File: config.mk
export PLATFORM = sky130hd
export DESIGN_NAME = small_register_cpu_execute_core
export DESIGN_NICKNAME = d
export VERILOG_FILES = /design/src/rtl/core/smrc_pkg.sv /design/src/rtl/core/smrc_regfile.sv /design/src/rtl/core/smrc_exec.sv /design/src/rtl/core/small_register_cpu_execute_core.sv
export SDC_FILE = /design/constraint.sdc
export NUM_CORES = 1
export LEC_CHECK = 0
export ABC_AREA = 1
export ABC_CLOCK_PERIOD_IN_PS = 5400
export BUFFER_PORTS_ARGS = -buffer_cell sky130_fd_sc_hd__buf_2
export CAP_MARGIN = 20
export CORE_UTILIZATION = 35
export CTS_CLUSTER_SIZE = 40
export DETAILED_ROUTE_END_ITERATION = 7
export GPL_TIMING_DRIVEN = 0
export PLACE_DENSITY_LB_ADDON = 0.3
export RECOVER_POWER = 25
export SLEW_MARGIN = 20
export SYNTH_ARGS = -nofsm -noshare
export SYNTH_HDL_FRONTEND = slang
export SYNTH_SLANG_ARGS = --single-unit
File: constraint.sdc
create_clock -name clk -period 5.4 [get_ports clk]
set_input_delay 0.27 -clock clk [delete_from_list [all_inputs] [get_ports clk]]
set_output_delay 0.27 -clock clk [all_outputs]
set_load 0.05 [all_outputs]
File: src/rtl/core/smrc_pkg.sv
package smrc_pkg;

  typedef enum logic [7:0] {
    OP_INC  = 8'h01,
    OP_DEC  = 8'h02,
    OP_MOV  = 8'h03,
    OP_MOVC = 8'h04,
    OP_LSL  = 8'h05,
    OP_LSR  = 8'h06,
    OP_JMP  = 8'h07,
    OP_JZ   = 8'h08,
    OP_JNZ  = 8'h09,
    OP_JFE  = 8'h0A,
    OP_RET  = 8'h0B,
    OP_ADD  = 8'h0C,
    OP_SUB  = 8'h0D,
    OP_XOR  = 8'h0E,
    OP_OR   = 8'h0F,
    OP_IN   = 8'h10,
    OP_OUT  = 8'h11
  } opcode_t;

  typedef enum logic [1:0] {
    ST_OK      = 2'd0,
    ST_HALT    = 2'd1,
    ST_ILLEGAL = 2'd2
  } exec_status_t;

  localparam logic [7:0] PC_STEP = 8'd2;
  localparam logic [3:0] R0_IDX  = 4'd0;

  // architectural state besides the register file
  typedef struct packed {
    logic [7:0] pc;
    logic       zero;
    logic       end_f;
    logic       halted;
  } arch_state_t;

  // register file write request
  typedef struct packed {
    logic       en;
    logic [3:0] idx;
    logic [7:0] data;
  } rf_wr_t;

  typedef struct packed {
    logic [7:0]   next_pc;
    exec_status_t status;
    logic         ovalid;
    logic [7:0]   ochar;
    logic         zero;
    logic         end_f;
  } exec_res_t;

endpackage

File: src/rtl/core/smrc_regfile.sv
module smrc_regfile
  import smrc_pkg::*;
#(
  parameter int REG_COUNT = 16
) (
  input  logic       clk,
  input  logic       rst_n,
  input  logic       rd_en,
  input  logic [3:0] rd_a_idx,
  input  logic [3:0] rd_b_idx,
  input  rf_wr_t     wr,
  output logic [7:0] rd_a_r,
  output logic [7:0] rd_b_r
);

  localparam int IDX_W = (REG_COUNT > 1) ? $clog2(REG_COUNT) : 1;

  logic [7:0]           mem [REG_COUNT];
  logic [REG_COUNT-1:0] vld_r;
  logic                 wr_ok;
  logic [7:0]           rd_a_nxt;
  logic [7:0]           rd_b_nxt;

  // writes beyond the implemented registers are dropped
  assign wr_ok = wr.en && (int'(wr.idx) < REG_COUNT);

  always_ff @(posedge clk) begin
    if (wr_ok) begin
      mem[wr.idx[IDX_W-1:0]] <= wr.data;
    end
  end

  always_ff @(posedge clk) begin
    if (!rst_n) begin
      vld_r <= '0;
    end else if (wr_ok) begin
      vld_r[wr.idx[IDX_W-1:0]] <= 1'b1;
    end
  end

  // write-first: a read in the cycle of a write to the same entry sees the new data
  always_comb begin
    rd_a_nxt = 8'd0;
    rd_b_nxt = 8'd0;
    if (int'(rd_a_idx) < REG_COUNT) begin
      if (wr_ok && (wr.idx == rd_a_idx)) begin
        rd_a_nxt = wr.data;
      end else if (vld_r[rd_a_idx[IDX_W-1:0]]) begin
        rd_a_nxt = mem[rd_a_idx[IDX_W-1:0]];
      end
    end
    if (int'(rd_b_idx) < REG_COUNT) begin
      if (wr_ok && (wr.idx == rd_b_idx)) begin
        rd_b_nxt = wr.data;
      end else if (vld_r[rd_b_idx[IDX_W-1:0]]) begin
        rd_b_nxt = mem[rd_b_idx[IDX_W-1:0]];
      end
    end
  end

  always_ff @(posedge clk) begin
    if (rd_en) begin
      rd_a_r <= rd_a_nxt;
      rd_b_r <= rd_b_nxt;
    end
  end

endmodule

File: src/rtl/core/smrc_exec.sv
module smrc_exec
  import smrc_pkg::*;
(
  input  logic [7:0]  op,
  input  logic [7:0]  arg,
  input  logic [7:0]  ch,
  input  logic        at_end,
  input  logic [7:0]  opa,
  input  logic [7:0]  opb,
  input  arch_state_t st,
  output arch_state_t st_nxt,
  output rf_wr_t      wr,
  output exec_res_t   res
);

  logic [7:0]   alu_res;
  logic         alu;
  logic         take;
  exec_status_t status;
  logic         ovalid;
  logic [7:0]   ochar;

  always_comb begin
    alu_res = 8'd0;
    alu     = 1'b0;
    take    = 1'b0;
    status  = ST_OK;
    ovalid  = 1'b0;
    ochar   = 8'd0;
    st_nxt  = st;
    wr      = '0;

    if (st.halted) begin
      status = ST_HALT;
    end else begin
      unique case (op)
        OP_INC:  begin alu_res = opa + 8'd1; alu = 1'b1; end
        OP_DEC:  begin alu_res = opa - 8'd1; alu = 1'b1; end
        OP_MOV:  begin alu_res = opb;        alu = 1'b1; end
        OP_MOVC: wr = '{en: 1'b1, idx: R0_IDX, data: arg};
        OP_LSL:  begin alu_res = {opa[6:0], 1'b0}; alu = 1'b1; end
        OP_LSR:  begin alu_res = {1'b0, opa[7:1]}; alu = 1'b1; end
        OP_JMP:  take = 1'b1;
        OP_JZ:   take = st.zero;
        OP_JNZ:  take = !st.zero;
        OP_JFE:  take = st.end_f;
        OP_RET:  begin
          st_nxt.halted = 1'b1;
          status        = ST_HALT;
        end
        OP_ADD:  begin alu_res = opa + opb; alu = 1'b1; end
        OP_SUB:  begin alu_res = opa - opb; alu = 1'b1; end
        OP_XOR:  begin alu_res = opa ^ opb; alu = 1'b1; end
        OP_OR:   begin alu_res = opa | opb; alu = 1'b1; end
        OP_IN:   begin
          if (at_end) begin
            st_nxt.end_f = 1'b1;
          end else begin
            wr = '{en: 1'b1, idx: arg[3:0], data: ch};
          end
        end
        OP_OUT:  begin ovalid = 1'b1; ochar = opa; end
        default: status = ST_ILLEGAL;
      endcase

      if (alu) begin
        wr          = '{en: 1'b1, idx: arg[3:0], data: alu_res};
        st_nxt.zero = (alu_res == 8'd0);
      end

      // jump offset is signed, but an 8-bit wrapping add gives the same counter
      if (status == ST_OK) begin
        st_nxt.pc = take ? (st.pc + arg) : (st.pc + PC_STEP);
      end
    end

    res.next_pc = st_nxt.pc;
    res.status  = status;
    res.ovalid  = ovalid;
    res.ochar   = ochar;
    res.zero    = st_nxt.zero;
    res.end_f   = st_nxt.end_f;
  end

endmodule

File: src/rtl/core/small_register_cpu_execute_core.sv
// Execute core for a small 8-bit machine: each input transaction carries one
// two-byte instruction (opcode and operand byte) plus the text byte and
// end-of-input mark used by IN, and yields one result transaction with the
// next program counter, status (executed, halted, illegal opcode), any OUT
// character and the zero and end-of-input flags. The 16-entry register file,
// counter and flags live inside and are cleared by reset. Operands are read
// from the register file as the instruction is taken into the input register,
// with the write of the instruction executing in that cycle forwarded; once the
// result register is free, the ALU and branch logic update all state and load
// the result register. One instruction is taken per cycle as long as results
// are being drained.
module small_register_cpu_execute_core
  import smrc_pkg::*;
#(
  parameter int REG_COUNT = 16
) (
  input  logic       clk,
  input  logic       rst_n,
  input  logic       in_valid,
  output logic       in_ready,
  input  logic [7:0] in_op_code,
  input  logic [7:0] in_operand_byte,
  input  logic [7:0] in_input_char,
  input  logic       in_input_at_end,
  output logic       out_valid,
  input  logic       out_ready,
  output logic [7:0] out_next_pc,
  output logic [1:0] out_exec_status,
  output logic       out_out_valid,
  output logic [7:0] out_out_char,
  output logic       out_zero_now,
  output logic       out_end_seen
);

  logic        in_vld_r;
  logic [7:0]  op_r;
  logic [7:0]  arg_r;
  logic [7:0]  ch_r;
  logic        at_end_r;
  logic        in_acc;
  logic        exec_fire;

  logic [7:0]  opa;
  logic [7:0]  opb;

  arch_state_t st_r;
  arch_state_t st_nxt;
  rf_wr_t      exec_wr;
  rf_wr_t      rf_wr;
  exec_res_t   exec_res;

  logic        out_vld_r;
  exec_res_t   res_r;

  assign exec_fire = in_vld_r && (!out_vld_r || out_ready);
  assign in_ready  = !in_vld_r || exec_fire;
  assign in_acc    = in_valid && in_ready;

  always_ff @(posedge clk) begin
    if (!rst_n) begin
      in_vld_r <= 1'b0;
    end else if (in_ready) begin
      in_vld_r <= in_valid;
    end
  end

  always_ff @(posedge clk) begin
    if (in_acc) begin
      op_r     <= in_op_code;
      arg_r    <= in_operand_byte;
      ch_r     <= in_input_char;
      at_end_r <= in_input_at_end;
    end
  end

  always_comb begin
    rf_wr    = exec_wr;
    rf_wr.en = exec_wr.en && exec_fire;
  end

  smrc_regfile #(
    .REG_COUNT(REG_COUNT)
  ) u_regfile (
    .clk      (clk),
    .rst_n    (rst_n),
    .rd_en    (in_acc),
    .rd_a_idx (in_operand_byte[3:0]),
    .rd_b_idx (in_operand_byte[7:4]),
    .wr       (rf_wr),
    .rd_a_r   (opa),
    .rd_b_r   (opb)
  );

  smrc_exec u_exec (
    .op     (op_r),
    .arg    (arg_r),
    .ch     (ch_r),
    .at_end (at_end_r),
    .opa    (opa),
    .opb    (opb),
    .st     (st_r),
    .st_nxt (st_nxt),
    .wr     (exec_wr),
    .res    (exec_res)
  );

  always_ff @(posedge clk) begin
    if (!rst_n) begin
      st_r <= '0;
    end else if (exec_fire) begin
      st_r <= st_nxt;
    end
  end

  always_ff @(posedge clk) begin
    if (!rst_n) begin
      out_vld_r <= 1'b0;
    end else if (exec_fire) begin
      out_vld_r <= 1'b1;
    end else if (out_ready) begin
      out_vld_r <= 1'b0;
    end
  end

  always_ff @(posedge clk) begin
    if (exec_fire) begin
      res_r <= exec_res;
    end
  end

  assign out_valid       = out_vld_r;
  assign out_next_pc     = res_r.next_pc;
  assign out_exec_status = res_r.status;
  assign out_out_valid   = res_r.ovalid;
  assign out_out_char    = res_r.ochar;
  assign out_zero_now    = res_r.zero;
  assign out_end_seen    = res_r.end_f;

  a_ready_when_drained: assert property (@(posedge clk) disable iff (!rst_n)
    !out_vld_r |-> in_ready)
    else $error("input stalled with empty result register");

  a_halt_sticky: assert property (@(posedge clk) disable iff (!rst_n)
    st_r.halted |=> st_r.halted)
    else $error("halted flag cleared");

  a_halted_pc_held: assert property (@(posedge clk) disable iff (!rst_n)
    exec_fire && st_r.halted |=> $stable(st_r.pc))
    else $error("counter moved while halted");

  a_result_pc_matches: assert property (@(posedge clk) disable iff (!rst_n)
    out_vld_r |-> (out_next_pc == st_r.pc))
    else $error("reported counter differs from state");

endmodule

==> metrics.txt <==
Routed WL=a little over 40,000 microns; Worst Max-Slew Pin Slew=1.98 ns; Hold Slack=-0.000237 ns; Yosys warnings=0; Synth Instances=1,399; Rel. slew slack=-32.0%; critical path arrival=between 4 and 5 ns; final worst-path cycle share=82.9%; R2R Setup Slk=roughly 0.92 ns; layout cell share with drive strength beyond 1=~7.4%; pre-CTS setup slack=1.07 ns; CTS tree=done; vias in the first global route=10,300; post-synth cell types=45; Post-DRT Antenna Nets=0; top cells by count, synth=o21ai_0, edfxtp_1, inv_1, nand2_1, nor2_1; H-tree depth=1; Yosys reg bits=219; hpwl dp=a little under 30,000 microns; clk root buf=clkbuf_16; worst hold path startpoint=in_valid; fin nets=1,559; maximum number of pins on one net before global-route repair=37; Post-CTS Resized=0; port bufs=51; deepest clock path buffer count=3; Max-Cap Viols=2; Final Hold Viols=1; most used flip-flop cell after synthesis=edfxtp_1; Synth top area share=about 47%; All-Layer GR Usage=a little under a quarter; adder-cell share of the synthesized area=around 2.9%; Avg WL per Cell=about 21 microns; Netlist Area Pre-Place=between 10,000 and 15,000 sq um; number of flops mapped to enable cells by yosys=190; clk_skew=0.0172 ns; CP Launch Type=flip-flop; register area share after synthesis=51.8%; total power=4.03 mW; Initial Util=35.8%; Synth Area in Simple Gates=16.0%; Worst Hold Class=in2reg; die width=188 microns; Final Setup Violations=0; Clk pin slew, worst setup/hold paths=around 0.06 ns; minimum clock period=4.48 ns; xor/xnor share of the synthesized area=1.01%; Final Slew Violations=68; Post-synth ARST share=0%; die outline area=35,400 sq um; post-synthesis mux area share=0%; CTS buffer count=26; gpl congestion=approximately 0.94; Leak=5.69 nW; crit path kind=reg2reg; Critical Path Fanout Max=16; Skew-Pair Late Insertion Delay=0.56 ns; First DRT Iteration DRCs=1,088; Die Ht=188 microns; top-count cell post-synth=o21ai_0; top cells by area, synth=edfxtp_1, o21ai_0, inv_1; drt drc=0; total clock sinks=219; Vias=10,700; Max VDD drop=0.257 mV; hold path endpoint=in_vld_r$_SDFFE_PN0N_; failing checks=hold timing, capacitance limit, slew limit; Yosys top cell by area=edfxtp_1; FMAX=0.223 GHz; largest family of logic cells by synthesized area=compound AO/OA/AOI/OAI gates; P per Cell Area=289 nW/um^2; area grow syn2layout=14.9%; core box area=33,900 sq um; vias per inst=5.46; grt ovf=0; reg-to-reg endpoint=u_regfile.mem[10][7]$_DFFE_PP_; final setup TNS=0 ns; Initial DRT Pass Iterations=5; antenna cells=0; status=finished, violations left; required time worst endpoint=5.57 ns; Avg Inst Size Synth=approximately 8.7 sq um; Reg2Reg Launch Point=op_r[7]$_DFFE_PP_; complex-gate fraction of the synthesized area=20.2%; first-pass GRT wire length=61,800 microns; fin worst setup slack=0.922 ns; syn nets=1,455; final core occ=41.2%; Crit. End Element=flip-flop; Hold Path Stages=3; I/O pin total=52; worst r2r path cells=16; RSZ-0062 raised after global routing=false; # rows=67; initial antenna violation count=0
registers in the layout (all words and copies together) (netlist names), 8 cells and up:
| name | flops |
|---|---|
| u_regfile.mem | 128 |
| out_next_pc | 8 |
| u_regfile.rd_b_r | 8 |
| arg_r | 8 |
| ch_r | 8 |
| u_regfile.rd_a_r | 8 |
| u_regfile.vld_r | 16 |
| out_out_char | 8 |
| op_r | 8 |
| st_r | 11 |
metal layers:
layer	global-route usage, %	vias up	wire length, microns
met5	0	-	0
met4	9.88	0	1700
li1	-	5055	-
met2	36.7	573	18500
met1	30.6	5003	17500
met3	3.89	115	3520
report_power, final:
group	switching [mW]	total, mW	internal [mW]
sequential	0.0318	1.91	1.87
combinational	0.335	0.469	0.134
clock	0.729	1.65	0.924
total	1.10	4.03	2.93
per-stage QoR:
| stage | cell area, sq um | instances |
|---|---|---|
| 2_1_floorplan | 12100 | 1399 |
| 3_3_place_gp | 13000 | 1898 |
| 3_5_place_dp | 13000 | 1900 |
| 4_1_cts | 14000 | 1969 |
| 5_1_grt | 14000 | 1969 |
| 6_report | 14000 | 1969 |
cell type report:
class	count	area (sq um)
fillers	3430	19900
flip-flops and latches	219	6290
multi-input cells	925	4870
inverters	192	721
clock buffers	32	703
well taps	448	561
repair buffers	76	458
plain buffers	63	263
clock inverters	14	92.6
placed cells by master, fill, tap and decap left out, drive strengths merged, types with 25 or more instances in the layout:
cell,instances
a21oi,131
buf,29
clkbuf,119
dfxtp,29
edfxtp,190
ha,25
inv,192
nand2,197
nand3,62
nor2,156
o21ai,228
cells by family (layout without fill, tap and decap cells):
logic type,after synthesis,count (layout)
AND/OR/NAND/NOR,443,443
AO/OA/AOI/OAI,441,441
buffers and inverters,255,377
flip-flops,219,219
adder cells (fa/ha/maj),27,27
XOR/XNOR,14,14
timing repair:
action                                 4_1_cts  5_1_grt
endpoints found under the hold margin       23        0
hold buffers                                23        0
setup endpoints to repair                    0        0
buffers inserted                             0        0
worst max-delay path: stages, from the launching register on:
cell	delay, ns
edfxtp_1	0.39
nor2_1	0.28
nand2_4	0.14
inv_2	0.09
nand2_1	0.22
nand3_1	0.25
inv_1	0.14
a221oi_1	0.41
ha_1	0.19
nand2_1	0.04
o21ai_0	0.46
a21oi_1	0.18
nand3b_1	0.21
nand3_1	0.08
nand2_1	0.13
o21ai_0	0.44
inv_1	0.45
worst max path at each step:
stage,from,to,cells past startpoint
6_report,op_r[7]$_DFFE_PP_,u_regfile.mem[10][7]$_DFFE_PP_,16
3_5_place_dp,op_r[7]$_DFFE_PP_,u_regfile.mem[14][7]$_DFFE_PP_,17
2_1_floorplan,op_r[5]$_DFFE_PP_,u_regfile.mem[0][5]$_DFFE_PP_,18
5_1_grt,op_r[6]$_DFFE_PP_,u_regfile.mem[8][5]$_DFFE_PP_,17
4_1_cts,op_r[7]$_DFFE_PP_,u_regfile.mem[8][7]$_DFFE_PP_,17
3_3_place_gp,op_r[7]$_DFFE_PP_,u_regfile.mem[10][7]$_DFFE_PP_,16
(Power assumes the default switching activity.)
